`config.mk`:
```
export PLATFORM = sky130hd
export DESIGN_NAME = position_rate_integral_tracker
export DESIGN_NICKNAME = d
export VERILOG_FILES = /design/src/hdl/prit_pkg.sv /design/src/hdl/position_rate_integral_tracker.sv
export SDC_FILE = /design/constraint.sdc
export NUM_CORES = 1
export LEC_CHECK = 0
export ABC_CLOCK_PERIOD_IN_PS = 9740
export BUFFER_PORTS_ARGS = -buffer_cell sky130_fd_sc_hd__buf_2
export CORE_MARGIN = 2
export CORE_UTILIZATION = 40
export CTS_BUF_LIST = sky130_fd_sc_hd__clkbuf_4
export DETAILED_ROUTE_END_ITERATION = 8
export PLACE_DENSITY_LB_ADDON = 0.2
export SYNTH_ARGS = -nofsm -noshare
export SYNTH_HDL_FRONTEND = slang
export SYNTH_SLANG_ARGS = --single-unit
export TNS_END_PERCENT = 50
```
`constraint.sdc`:
```
create_clock -name clk -period 9.74 [get_ports clk]
set_input_delay 0.487 -clock clk [delete_from_list [all_inputs] [get_ports clk]]
set_output_delay 0.487 -clock clk [all_outputs]
set_load 0.01 [all_outputs]
```
`src/hdl/prit_pkg.sv`:
```
`timescale 1ns / 1ps
// ----------------------------------------------------------------------------
// prit_pkg
// Shared types, widths and register map for the position/rate/integral
// tracker.
// ----------------------------------------------------------------------------
package prit_pkg;

    localparam int RAW_W      = 8;
    localparam int POS_W      = 8;
    localparam int RATE_W     = 7;
    localparam int INTEG_W    = 12;
    localparam int DB_W       = 3;
    localparam int JL_W       = 6;
    localparam int IL_W       = 10;
    localparam int ADDR_W     = 4;
    localparam int DATA_W     = 32;

    localparam logic [DB_W-1:0] DEAD_BAND_RST      = 3'd1;
    localparam logic [JL_W-1:0] JUMP_LIMIT_RST     = 6'd8;
    localparam logic [IL_W-1:0] INTEGRAL_LIMIT_RST = 10'd100;

    typedef logic signed [POS_W-1:0]   pos_t;
    typedef logic signed [RATE_W-1:0]  rate_t;
    typedef logic signed [INTEG_W-1:0] integ_t;

    typedef enum logic [1:0] {
        REG_DEAD_BAND      = 2'd0,
        REG_JUMP_LIMIT     = 2'd1,
        REG_INTEGRAL_LIMIT = 2'd2
    } reg_index_t;

    // Raw byte to signed position: above 127 gives 255 - raw, else -raw.
    function automatic pos_t map_position(input logic [RAW_W-1:0] raw);
        logic [POS_W-1:0] res;
        if (raw[RAW_W-1])
            res = ~raw;
        else
            res = {POS_W{1'b0}} - raw;
        return pos_t'(res);
    endfunction

endpackage

```
`src/hdl/position_rate_integral_tracker.sv`:
```
`timescale 1ns / 1ps
// ----------------------------------------------------------------------------
// position_rate_integral_tracker
// Maps raw position bytes to signed position, dead-banded spike-held rate and
// a limited, sign-reset integral of position.
// ----------------------------------------------------------------------------
// A beat is accepted every clock cycle unless the input register is full and
// stalled; each beat yields one result beat via the input register, then the
// result register. The sustained rate is set by the update of the previous
// position, previous rate and integral state as a beat enters that register.
// Registers: 0x0 dead_band, 0x4 jump_limit, 0x8 integral_limit.
module position_rate_integral_tracker
    import prit_pkg::*;
(
    input  logic                clk,
    input  logic                rst_n,

    input  logic                psel,
    input  logic                penable,
    input  logic                pwrite,
    input  logic [ADDR_W-1:0]   paddr,
    input  logic [DATA_W-1:0]   pwdata,
    output logic [DATA_W-1:0]   prdata,
    output logic                pready,

    input  logic                in_valid,
    output logic                in_stall,
    input  logic [RAW_W-1:0]    raw_sample,

    output logic                out_valid,
    input  logic                out_stall,
    output logic signed [POS_W-1:0]   position,
    output logic signed [RATE_W-1:0]  rate,
    output logic signed [INTEG_W-1:0] integral
);

    logic [DB_W-1:0]  dead_band_reg;
    logic [JL_W-1:0]  jump_limit_reg;
    logic [IL_W-1:0]  integral_limit_reg;

    logic             s1_valid_reg;
    logic [RAW_W-1:0] s1_raw_reg;

    pos_t             prev_pos_reg,  prev_pos_next;
    rate_t            prev_rate_reg, prev_rate_next;
    integ_t           integ_reg,     integ_next;

    logic             out_valid_reg;
    pos_t             out_pos_reg;
    rate_t            out_rate_reg;
    integ_t           out_integ_reg;

    logic             advance;
    logic             accept;
    logic             cfg_wr;
    reg_index_t       cfg_idx;

    pos_t                   pos;
    logic signed [POS_W:0]  rate_full;
    logic [POS_W:0]         rate_mag;
    logic [POS_W-2:0]       pos_mag;
    logic [INTEG_W-2:0]     integ_mag;
    logic                   rate_dead;
    logic                   rate_hold;
    logic                   flip;

    // ---------------- configuration port ----------------
    assign pready  = 1'b1;
    assign cfg_wr  = psel && penable && pwrite;
    assign cfg_idx = reg_index_t'(paddr[ADDR_W-1:2]);

    always_ff @(posedge clk or negedge rst_n)
    begin
        if (!rst_n)
        begin
            dead_band_reg      <= DEAD_BAND_RST;
            jump_limit_reg     <= JUMP_LIMIT_RST;
            integral_limit_reg <= INTEGRAL_LIMIT_RST;
        end
        else if (cfg_wr)
        begin
            unique case (cfg_idx)
                REG_DEAD_BAND:      dead_band_reg      <= pwdata[DB_W-1:0];
                REG_JUMP_LIMIT:     jump_limit_reg     <= pwdata[JL_W-1:0];
                REG_INTEGRAL_LIMIT: integral_limit_reg <= pwdata[IL_W-1:0];
                default:            ;
            endcase
        end
    end

    always_comb
    begin
        unique case (cfg_idx)
            REG_DEAD_BAND:      prdata = {{(DATA_W-DB_W){1'b0}}, dead_band_reg};
            REG_JUMP_LIMIT:     prdata = {{(DATA_W-JL_W){1'b0}}, jump_limit_reg};
            REG_INTEGRAL_LIMIT: prdata = {{(DATA_W-IL_W){1'b0}}, integral_limit_reg};
            default:            prdata = '0;
        endcase
    end

    // ---------------- handshake ----------------
    assign advance  = !out_valid_reg || !out_stall;
    assign in_stall = s1_valid_reg && !advance;
    assign accept   = in_valid && !in_stall;

    always_ff @(posedge clk or negedge rst_n)
    begin
        if (!rst_n)
            s1_valid_reg <= 1'b0;
        else if (!in_stall)
            s1_valid_reg <= in_valid;
    end

    always_ff @(posedge clk)
    begin
        if (accept)
            s1_raw_reg <= raw_sample;
    end

    // ---------------- datapath ----------------
    always_comb
    begin
        pos       = map_position(s1_raw_reg);
        pos_mag   = pos[POS_W-1] ? (POS_W-1)'(-pos) : pos[POS_W-2:0];
        rate_full = {prev_pos_reg[POS_W-1], prev_pos_reg} - {pos[POS_W-1], pos};
        rate_mag  = rate_full[POS_W] ? (POS_W+1)'(-rate_full) : rate_full;
        integ_mag = integ_reg[INTEG_W-1] ? (INTEG_W-1)'(-integ_reg)
                                         : integ_reg[INTEG_W-2:0];

        rate_dead = rate_mag <= {{(POS_W+1-DB_W){1'b0}}, dead_band_reg};
        rate_hold = !rate_dead
                    && (rate_mag > {{(POS_W+1-JL_W){1'b0}}, jump_limit_reg});

        if (rate_dead)
            prev_rate_next = '0;
        else if (rate_hold)
            prev_rate_next = prev_rate_reg;
        else
            prev_rate_next = rate_full[RATE_W-1:0];

        flip = (!pos[POS_W-1] && (pos != '0) && prev_pos_reg[POS_W-1])
            || (pos[POS_W-1] && !prev_pos_reg[POS_W-1] && (prev_pos_reg != '0));

        if (pos_mag <= {{(POS_W-1-DB_W){1'b0}}, dead_band_reg} || flip)
            integ_next = '0;
        else if (integ_mag < {{(INTEG_W-1-IL_W){1'b0}}, integral_limit_reg})
            integ_next = integ_reg + {{(INTEG_W-POS_W){pos[POS_W-1]}}, pos};
        else
            integ_next = integ_reg;

        prev_pos_next = pos;
    end

    always_ff @(posedge clk or negedge rst_n)
    begin
        if (!rst_n)
        begin
            prev_pos_reg  <= '0;
            prev_rate_reg <= '0;
            integ_reg     <= '0;
            out_valid_reg <= 1'b0;
        end
        else if (advance)
        begin
            out_valid_reg <= s1_valid_reg;
            if (s1_valid_reg)
            begin
                prev_pos_reg  <= prev_pos_next;
                prev_rate_reg <= prev_rate_next;
                integ_reg     <= integ_next;
            end
        end
    end

    always_ff @(posedge clk)
    begin
        if (advance && s1_valid_reg)
        begin
            out_pos_reg   <= prev_pos_next;
            out_rate_reg  <= prev_rate_next;
            out_integ_reg <= integ_next;
        end
    end

    assign out_valid = out_valid_reg;
    assign position  = out_pos_reg;
    assign rate      = out_rate_reg;
    assign integral  = out_integ_reg;

`ifndef SYNTHESIS
    a_stall_only_when_full: assert property (@(posedge clk) disable iff (!rst_n)
        in_stall |-> s1_valid_reg)
        else $error("input stalled with empty input register");

    a_beat_reaches_output: assert property (@(posedge clk) disable iff (!rst_n)
        (s1_valid_reg && advance) |=> out_valid_reg)
        else $error("beat lost between input and result register");

    a_rate_in_range: assert property (@(posedge clk) disable iff (!rst_n)
        out_valid_reg |-> (out_rate_reg != {1'b1, {(RATE_W-1){1'b0}}}))
        else $error("rate outside jump-limited range");

    a_dead_band_clears: assert property (@(posedge clk) disable iff (!rst_n)
        (s1_valid_reg && advance
            && (pos_mag <= {{(POS_W-1-DB_W){1'b0}}, dead_band_reg}))
        |=> (out_integ_reg == '0))
        else $error("integral not cleared inside dead band");
`endif

endmodule

```
==> results of run 1 <==
-- worst min-delay path by stage --
stage               depth (start not counted)                           endpoint
global route                                1            s1_raw_reg[4]$_DFFE_PP_
floorplan                                   0       dead_band_reg[1]$_DFFE_PN0P_
global placement                            1       prev_rate_reg[5]$_DFFE_PN0P_
finish                                      2  integral_limit_reg[9]$_DFFE_PN0P_
detailed placement                          1       prev_rate_reg[6]$_DFFE_PN0P_
CTS                                         2        prev_pos_reg[0]$_DFFE_PN0P_
-- critical path, cell delays in order (launching register included) --
cell and delay, ns:
edfxtp_1 0.64, xnor2_1 0.50, inv_1 0.21, ha_1 0.26, fa_1 0.43, nand2b_1 0.21, and2_1 0.19, a2111o_1 0.44
nand3_1 0.12, a21o_1 0.34, nor2_1 0.07, a21oi_1 0.21, ha_1 0.29, nor2b_1 0.13, o21a_1 0.16, o21a_1 0.16
o21a_1 0.16, o21ai_0 0.14, a32oi_1 0.11, o21ai_0 0.19, o221ai_4 0.23, nand2b_4 0.24, o2bb2ai_1 0.16
-- final cells by class --
cell class	instances	share of cell area
Clock buffer	10	0.0118
Clock inverter	6	0.00886
Inverter	48	0.0284
Multi-Input combinational cell	425	0.502
Sequential cell	83	0.355
Tap cell	184	0.0362
Timing Repair Buffer	70	0.0571
-- per-stage QoR --
stage / instance area [um^2] / setup slack (ns)
after global placement: 6220 / 4.20
final: 6350 / 4.02
after CTS: 6350 / 3.99
after floorplan: 5910 / 4.82
after detailed placement: 6220 / 4.05
after global routing: 6350 / 3.56
-- layout by cell type, fill, tap and decap left out, types with 5 or more instances in the layout --
| cell type | synthesis | layout |
|---|---|---|
| a21oi_1 | 18 | 18 |
| nand2_1 | 52 | 52 |
| nor2b_1 | 13 | 13 |
| buf_2 | 5 | 65 |
| nor2_1 | 25 | 25 |
| nand3_1 | 10 | 10 |
| buf_4 | 24 | 5 |
| dfstp_2 | 5 | 5 |
| dfrtp_1 | 43 | 43 |
| xnor2_1 | 23 | 23 |
| and2_1 | 7 | 7 |
| a21o_1 | 10 | 10 |
| mux2_2 | 5 | 5 |
| conb_1 | 2 | 23 |
| ha_1 | 40 | 40 |
| o21ai_0 | 51 | 50 |
| nand2b_1 | 8 | 8 |
| o2bb2ai_2 | 5 | 5 |
| nor3_1 | 8 | 8 |
| xor2_1 | 8 | 8 |
| mux2i_1 | 14 | 14 |
| a211oi_1 | 5 | 5 |
| clkbuf_4 | 0 | 10 |
| a22o_1 | 16 | 16 |
| edfxtp_1 | 35 | 35 |
| inv_1 | 45 | 45 |
-- report_power, final --
group          total (W)  leakage, nW  switching (W)  internal (W)
Clock           0.000207       0.0736       0.000128     0.0000790
Sequential      0.000584        0.928      0.0000929      0.000491
Combinational   0.000985         1.92       0.000538      0.000446
-- layer usage --
| layer | vias to the layer above | global-route usage |
|---|---|---|
| met2 | 93 | 0.280 |
| met3 | 17 | 0.0314 |
| met4 | 0 | 0.0701 |
| li1 | 2135 | - |
| met1 | 2051 | 0.211 |
| met5 | - | 0 |
-- logic make-up after synthesis --
kind of cell / synth area share
xor+xnor: 0.0706
flops: 0.387
fa+ha+maj: 0.0946
mux: 0.0337
simple gates: 0.154
compound gates: 0.179
other cells: 0.00129
buf+inv: 0.0802
==> results_dict.tcl, run 1 <==
set metrics [dict create \
    status "finished clean" \
    die_x_um 125 \
    cp_max_fo 11 \
    fp-row-count 44 \
    r2r-start "s1_raw_reg[7]$_DFFE_PP_" \
    reg2reg_depth 22 \
    seqCellArea_um2 2260 \
    cts.htree.levels 3 \
    io_pins 113 \
    synth_area_leaders "dfrtp_1 18%, edfxtp_1 18%, ha_1 8.6%" \
    die_y_um 125 \
    fin_cells 826 \
    first_global_vias 4174 \
    synth_area_um2 5830 \
    ant_nets 0 \
    yosysSeqAreaShare 0.387 \
    clk_pin_slew_worst_paths_ns 0.14 \
    r2r_setup_slack_ns 4.02 \
    multi_input_area_um2 3190 \
    vdd_drop_max_v 0.000121 \
    antenna_cells 0 \
    yosysUniqueCellTypes 77 \
    hold_viol_final 0 \
    start_util 0.406 \
    met2_length_mm 6.15 \
    viasPerCell 5.20 \
    fillers 1402 \
    synthCells 578 \
    cts_buffers 9 \
    design_power_total_w 0.00178 \
    fin_nets 730 \
    rsz0062_at_grt "false" \
    crit_start "s1_raw_reg[7]$_DFFE_PP_" \
    dieArea_um2 15600 \
    wl_met1_mm 5.86 \
    slew_viol_final 0 \
    grt_overflow 0 \
    max_freq_mhz 175 \
    ys_seq_elements 83 \
    post-route-drc-count 0 \
    fin_crit_sh 0.587 \
    tritoncts "yes" \
    hold_ws_ns 0.119 \
    cts_root_buf "clkbuf_4" \
    utilization 0.442 \
    power.density_nw_per_um2 280 \
    synth-main-ff-cell "dfrtp_1" \
    routed.top_layer "met4" \
    place_congestion 0.805 \
    firstDrtPassIters 4 \
    grt_pass1_wl_mm 20.9 \
    tightest_slew_ns 1.09 \
    p_leak_nw 2.92 \
    vias 4296 \
    drt-initial-drc-count 241 \
    clkLatencyLatePin_ns 0.47 \
    ys_async_sr_fraction 0.578 \
    synth_top_cell_area_share 0.184 \
    ys_warn_count 0 \
    hold_buffers 0 \
    cap_violations 0 \
    arrival_ns 6.07 \
    synth.avg_cell_area_um2 10.1 \
    hpwl_mm 9.48 \
    synth-edff-count 35 \
    yosysMostFrequentCell "nand2_1" \
    grt_max_degree 49 \
    netlist.top_cell.by_area "dfrtp_1" \
    synthTopCellsByCount "52 x nand2_1, 51 x o21ai_0, 45 x inv_1" \
    relSlewSlack 0.271 \
    ctsLongestPathBuffers 2 \
    critPathKind "register to register" \
    cts.sink_count 83 \
    post_cts_buffers 0 \
    rr_endpoint "prev_rate_reg[5]$_DFFE_PN0P_" \
    port_buffers 65 \
    cts-resized-gates 0 \
    fin_setup_tns_ns 0 \
    endpoint "prev_rate_reg[5]$_DFFE_PN0P_" \
    crit_path_end_kind "register" \
    route.met3.wl_um 533 \
    dp_cells 810 \
    grt_antenna_before_repair 0 \
    fin_skew_ns 0.0144 \
    postRouteWirelength_mm 12.8 \
    syn2layout_area_growth_pct 8.92 \
    drive_gt1_frac 0.196 \
    routedWlPerCell_um 15.5 \
    startpoint_type "register" \
    required_ns 10.09 \
    hp-class "input pin to asynchronous set/reset pin" \
    fin_crit_ns 5.72 \
    grtUsageTotal 0.167 \
    core_area_um2 14400 \
    setup_viol 0 \
]
No activity file was read; power rests on OpenSTA's default activity.
==> run 2: changes to the inputs <==
Settings changed: ABC_CLOCK_PERIOD_IN_PS 9740 to 5350.
Clock period 9.74 ns to 5.35 ns, I/O delays scaled along.
==> run 2 against run 1 <==
Routed wire length increased by 2.8%. Critical path depth up 1. Critical endpoint unchanged. Sequential cell count stayed put. Clock skew increased by 0.0034 ns. Design area is 4.9% higher. Global-route usage is 0.35 points higher. Count of clock-buffer cells in the layout did not move. First-iteration DRC count is 2.9% higher.
==> results_dict.tcl, run 2 (synthesis results as in run 1) <==
set metrics [dict create \
    clk_pin_slew_worst_paths_ns 0.14 \
    place_congestion 0.872 \
    fin_setup_tns_ns 0 \
    vias 4435 \
    utilization 0.464 \
    grt_overflow 0 \
    fin_crit_sh 0.928 \
    die_x_um 125 \
    critPathKind "register to register" \
    cts.htree.levels 3 \
    status "finished clean" \
    io_pins 113 \
    clkLatencyLatePin_ns 0.48 \
    viasPerCell 5.18 \
    postRouteWirelength_mm 13.1 \
    relSlewSlack 0.271 \
    cts_buffers 9 \
    ctsLongestPathBuffers 2 \
    core_area_um2 14400 \
    cts_root_buf "clkbuf_4" \
    port_buffers 65 \
    drt-initial-drc-count 248 \
    required_ns 5.70 \
    drive_gt1_frac 0.204 \
    startpoint_type "register" \
    cp_max_fo 8 \
    crit_path_end_kind "register" \
    grt_antenna_before_repair 0 \
    fp-row-count 44 \
    firstDrtPassIters 4 \
    ant_nets 0 \
    die_y_um 125 \
    final_cell_mix "65 x buf_2, 52 x nand2_1, 50 x o21ai_0" \
    dieArea_um2 15600 \
    grt_max_degree 49 \
    grt_pass1_wl_mm 21.4 \
    rsz0062_at_grt "false" \
    fin_skew_ns 0.0178 \
    grtUsageTotal 0.170 \
    hold_viol_final 0 \
    routedWlPerCell_um 15.3 \
    cap_violations 0 \
    power.density_nw_per_um2 496 \
    hpwl_mm 9.72 \
    syn2layout_area_growth_pct 14.2 \
    arrival_ns 5.32 \
    post-route-drc-count 0 \
    first_global_vias 4371 \
    final_common_cell "buf_2" \
    fin_crit_ns 4.96 \
    tightest_slew_ns 1.09 \
    vdd_drop_max_v 0.000168 \
    max_freq_mhz 201 \
    slew_viol_final 0 \
    hp-class "input pin to register" \
    setup_viol 0 \
    antenna_cells 0 \
    fin_nets 760 \
    start_util 0.406 \
    cts.sink_count 83 \
    p_leak_nw 3.06 \
    tritoncts "yes" \
]
-- run 2: changes by cell type in the layout (fill, tap and decap cells not counted) --
cell	previous run	this run
xnor2_2	2	3
buf_4	5	15
xnor2_1	23	22
bufinv_16	1	2
a21oi_1	18	17
clkinv_2	3	1
a21oi_2	1	2
dlygate4sd3_1	0	20
clkinv_1	1	2
-- run 2: routing by layer --
metal  global-route usage  wire length, um
met1                0.217             5990
met2                0.288             6380
met3               0.0258              484
met4               0.0727              280
met5                    0                0
-- run 2: cell type report --
cell class / instances / area, um^2
well taps: 184 / 230
clock buffers: 10 / 75.1
repair buffers: 100 / 638
multi-input cells: 425 / 3200
fillers: 1360 / 7700
flip-flops and latches: 83 / 2260
clock inverters: 6 / 80.1
inverters: 48 / 180
-- run 2: timing repair --
| action | 4_1_cts | 5_1_grt |
|---|---|---|
| buffers inserted | 0 | 1 |
| hold endpoints to repair | 65 | 0 |
| resized for setup | 0 | 3 |
| hold buffers | 20 | 0 |
| endpoints found under the setup margin | 0 | 14 |
-- run 2: power by group --
group	switching (W)	internal [W]	total (W)	leakage (nW)
clock network	0.000231	0.000191	0.000421	0.0815
logic	0.000987	0.000834	0.00182	2.05
registers	0.000167	0.000894	0.00106	0.928
-- run 2: worst max-delay path: stages (launching register included) --
cell	delay, ns
edfxtp_1	0.54
inv_1	0.08
ha_1	0.29
nor2_1	0.15
a21oi_1	0.11
fa_1	0.48
nand2b_1	0.20
and2_1	0.19
a2111o_1	0.43
nand3_1	0.12
a21o_1	0.19
nor2_1	0.07
a21oi_2	0.14
ha_1	0.25
nor2b_1	0.13
o21a_1	0.16
o21a_1	0.16
o21a_1	0.16
o21ai_0	0.14
a32oi_1	0.12
o21ai_1	0.18
o221ai_4	0.19
nand2b_4	0.23
o2bb2ai_1	0.14
-- run 2: per-stage QoR --
stage | hold WS [ns] | power, W | setup slack [ns] | instance area, um^2 | instances
finish | 0.0586 | 0.00330 | 0.386 | 6660 | 856
global route | 0.0451 | 0.00359 | 0.0407 | 6660 | 856
CTS | 0.0294 | 0.00332 | 0.183 | 6650 | 855
detailed placement | 0.436 | 0.00288 | 0.237 | 6290 | 819
global placement | 0.424 | 0.00282 | 0.347 | 6290 | 819
floorplan | -0.0281 | 0.00245 | 0.427 | 5910 | 599
-- run 2: worst paths after layout --
check | from | endpoint | slack [ns] | depth (start not counted)
setup / recovery | s1_raw_reg[0]$_DFFE_PP_ | prev_rate_reg[5]$_DFFE_PN0P_ | 0.39 | 23
hold / removal | pwdata[0] | integral_limit_reg[0]$_DFFE_PN0P_ | 0.06 | 2
setup reg to reg | s1_raw_reg[0]$_DFFE_PP_ | prev_rate_reg[5]$_DFFE_PN0P_ | 0.39 | 23
hold reg to reg | prev_rate_reg[4]$_DFFE_PN0P_ | prev_rate_reg[4]$_DFFE_PN0P_ | 0.52 | 1
max in group asynchronous | rst_n | prev_pos_reg[2]$_DFFE_PN0P_ | 4.47 | 3
min in group asynchronous | rst_n | integral_limit_reg[8]$_DFFE_PN0P_ | 0.43 | 3
==> run 3: changes to the inputs <==
Settings changed: ABC_CLOCK_PERIOD_IN_PS 5350 to 5200.
Clock period 5.35 ns to 5.2 ns, I/O delays scaled along.
==> run 3 against run 2 <==
First-iteration DRC count grew 17%. Count of clock-buffer cells in the layout shrank 1. Critical endpoint is now prev_rate_reg[6]$_DFFE_PN0P_. Sequential share of layout area is essentially flat. Setup slack lost 0.0064 ns. Utilization is essentially flat. Maximum frequency grew 3.0%. Via count grew 0.95%. Clock skew grew 0.0082 ns. Sequential power is essentially flat. Routed wire length shrank 0.59%. Die area is the same.
==> results_dict.tcl, run 3 (synthesis results as in run 1) <==
set metrics [dict create \
    status "finished clean" \
    firstDrtPassIters 5 \
    fin_crit_sh 0.927 \
    required_ns 5.56 \
    hp-class "input pin to register" \
    core_area_um2 14400 \
    fin_crit_ns 4.82 \
    vdd_drop_max_v 0.000179 \
    tritoncts "yes" \
    clkLatencyLatePin_ns 0.49 \
    hpwl_mm 9.87 \
    final_cell_mix "65 x buf_2, 52 x nand2_1, 50 x o21ai_0" \
    cts_root_buf "clkbuf_4" \
    r2r_setup_slack_ns 0.38 \
    cap_violations 0 \
    ctsLongestPathBuffers 2 \
    power.density_nw_per_um2 508 \
    startpoint_type "register" \
    fin_setup_tns_ns 0 \
    cts.htree.levels 3 \
    post_cts_buffers 0 \
    arrival_ns 5.18 \
    postRouteWirelength_mm 13.1 \
    place_congestion 0.878 \
    design_power_total_w 0.00339 \
    hold_viol_final 0 \
    fin_nets 761 \
    setup_viol 0 \
    grt_overflow 0 \
    cts_buffers 9 \
    grt_max_degree 49 \
    vias 4477 \
    viasPerCell 5.22 \
    routedWlPerCell_um 15.2 \
    clk_pin_slew_worst_paths_ns 0.15 \
    first_global_vias 4318 \
    dieArea_um2 15600 \
    post-route-drc-count 0 \
    antenna_cells 0 \
    rsz0062_at_grt "false" \
    grtUsageTotal 0.169 \
    cp_max_fo 8 \
    syn2layout_area_growth_pct 14.3 \
    slew_viol_final 0 \
    dp_cells 821 \
    crit_start "s1_raw_reg[0]$_DFFE_PP_" \
    drt-initial-drc-count 291 \
    ant_nets 0 \
    io_pins 113 \
    critPathKind "register to register" \
    final_common_cell "buf_2" \
    endpoint "prev_rate_reg[6]$_DFFE_PN0P_" \
    start_util 0.406 \
    die_x_um 125 \
    reg2reg_depth 23 \
    relSlewSlack 0.280 \
    grt_antenna_before_repair 0 \
    crit_path_end_kind "register" \
    fin_skew_ns 0.0260 \
    grt_pass1_wl_mm 21.1 \
    p_leak_nw 3.06 \
    max_freq_mhz 207 \
    port_buffers 65 \
    drive_gt1_frac 0.208 \
    die_y_um 125 \
    fp-row-count 44 \
    rr_endpoint "prev_rate_reg[6]$_DFFE_PN0P_" \
    fin_cells 857 \
    cts.sink_count 83 \
    r2r-start "s1_raw_reg[0]$_DFFE_PP_" \
    tightest_slew_ns 1.08 \
]
==> run 3: power breakdown <==
group | internal, W | switching [W]
combinational | 0.000862 | 0.00102
clock | 0.000153 | 0.000261
sequential | 0.000919 | 0.000170
total | 0.00193 | 0.00146
==> run 3: per-stage QoR <==
stage	worst slack, ns	hold WS [ns]	area (um^2)	util
after floorplan	0.277	-0.0356	5910	-
after detailed placement	0.259	0.427	6300	0.439
after CTS	0.244	0.0307	6650	0.463
final	0.379	0.0555	6670	0.464
after global placement	0.338	0.416	6300	0.439
after global routing	0.0347	0.0370	6670	0.464
==> run 3: cell type report <==
class / count / area, um^2
fillers: 1380 / 7700
multi-input cells: 425 / 3200
flip-flops and latches: 83 / 2260
repair buffers: 101 / 646
well taps: 184 / 230
inverters: 48 / 180
clock inverters: 7 / 81.3
clock buffers: 9 / 67.6
==> run 3: critical path: stages, from the launching register on <==
cell       delay (ns)
edfxtp_1         0.43
inv_1            0.06
ha_1             0.29
nor2_1           0.14
a21oi_1          0.11
fa_1             0.47
nand2b_1         0.19
and2_1           0.19
a2111o_1         0.43
nand3_1          0.11
a21o_1           0.19
nor2_1           0.06
a21oi_1          0.20
ha_1             0.28
nor2b_1          0.13
o21a_1           0.16
o21a_1           0.16
o21a_1           0.16
o21ai_0          0.14
a32oi_1          0.13
nand2_1          0.15
o221ai_4         0.17
nand2b_4         0.23
o2bb2ai_1        0.16
==> run 3: repair_timing <==
item,4_1_cts,5_1_grt
gates resized for setup,0,3
endpoints found under the hold margin,66,0
setup endpoints to repair,0,13
hold buffers,20,0
==> run 3: worst min-delay path by stage <==
stage	start	to	depth (start not counted)
3_3_place_gp	rst_n	integral_limit_reg[7]$_DFFE_PN0P_	2
4_1_cts	pwdata[0]	jump_limit_reg[0]$_DFFE_PN0P_	2
2_1_floorplan	rst_n	dead_band_reg[1]$_DFFE_PN0P_	0
6_report	pwdata[0]	jump_limit_reg[0]$_DFFE_PN0P_	2
3_5_place_dp	rst_n	integral_limit_reg[7]$_DFFE_PN0P_	2
5_1_grt	pwdata[0]	dead_band_reg[0]$_DFFE_PN1P_	2
==> run 3: per-layer routing <==
| metal | wire (um) | vias to the layer above | global-route usage |
|---|---|---|---|
| met3 | 469 | 22 | 0.0309 |
| li1 | - | 2198 | - |
| met4 | 296 | 0 | 0.0681 |
| met2 | 6400 | 106 | 0.295 |
| met5 | 0 | - | 0 |
| met1 | 5890 | 2151 | 0.207 |
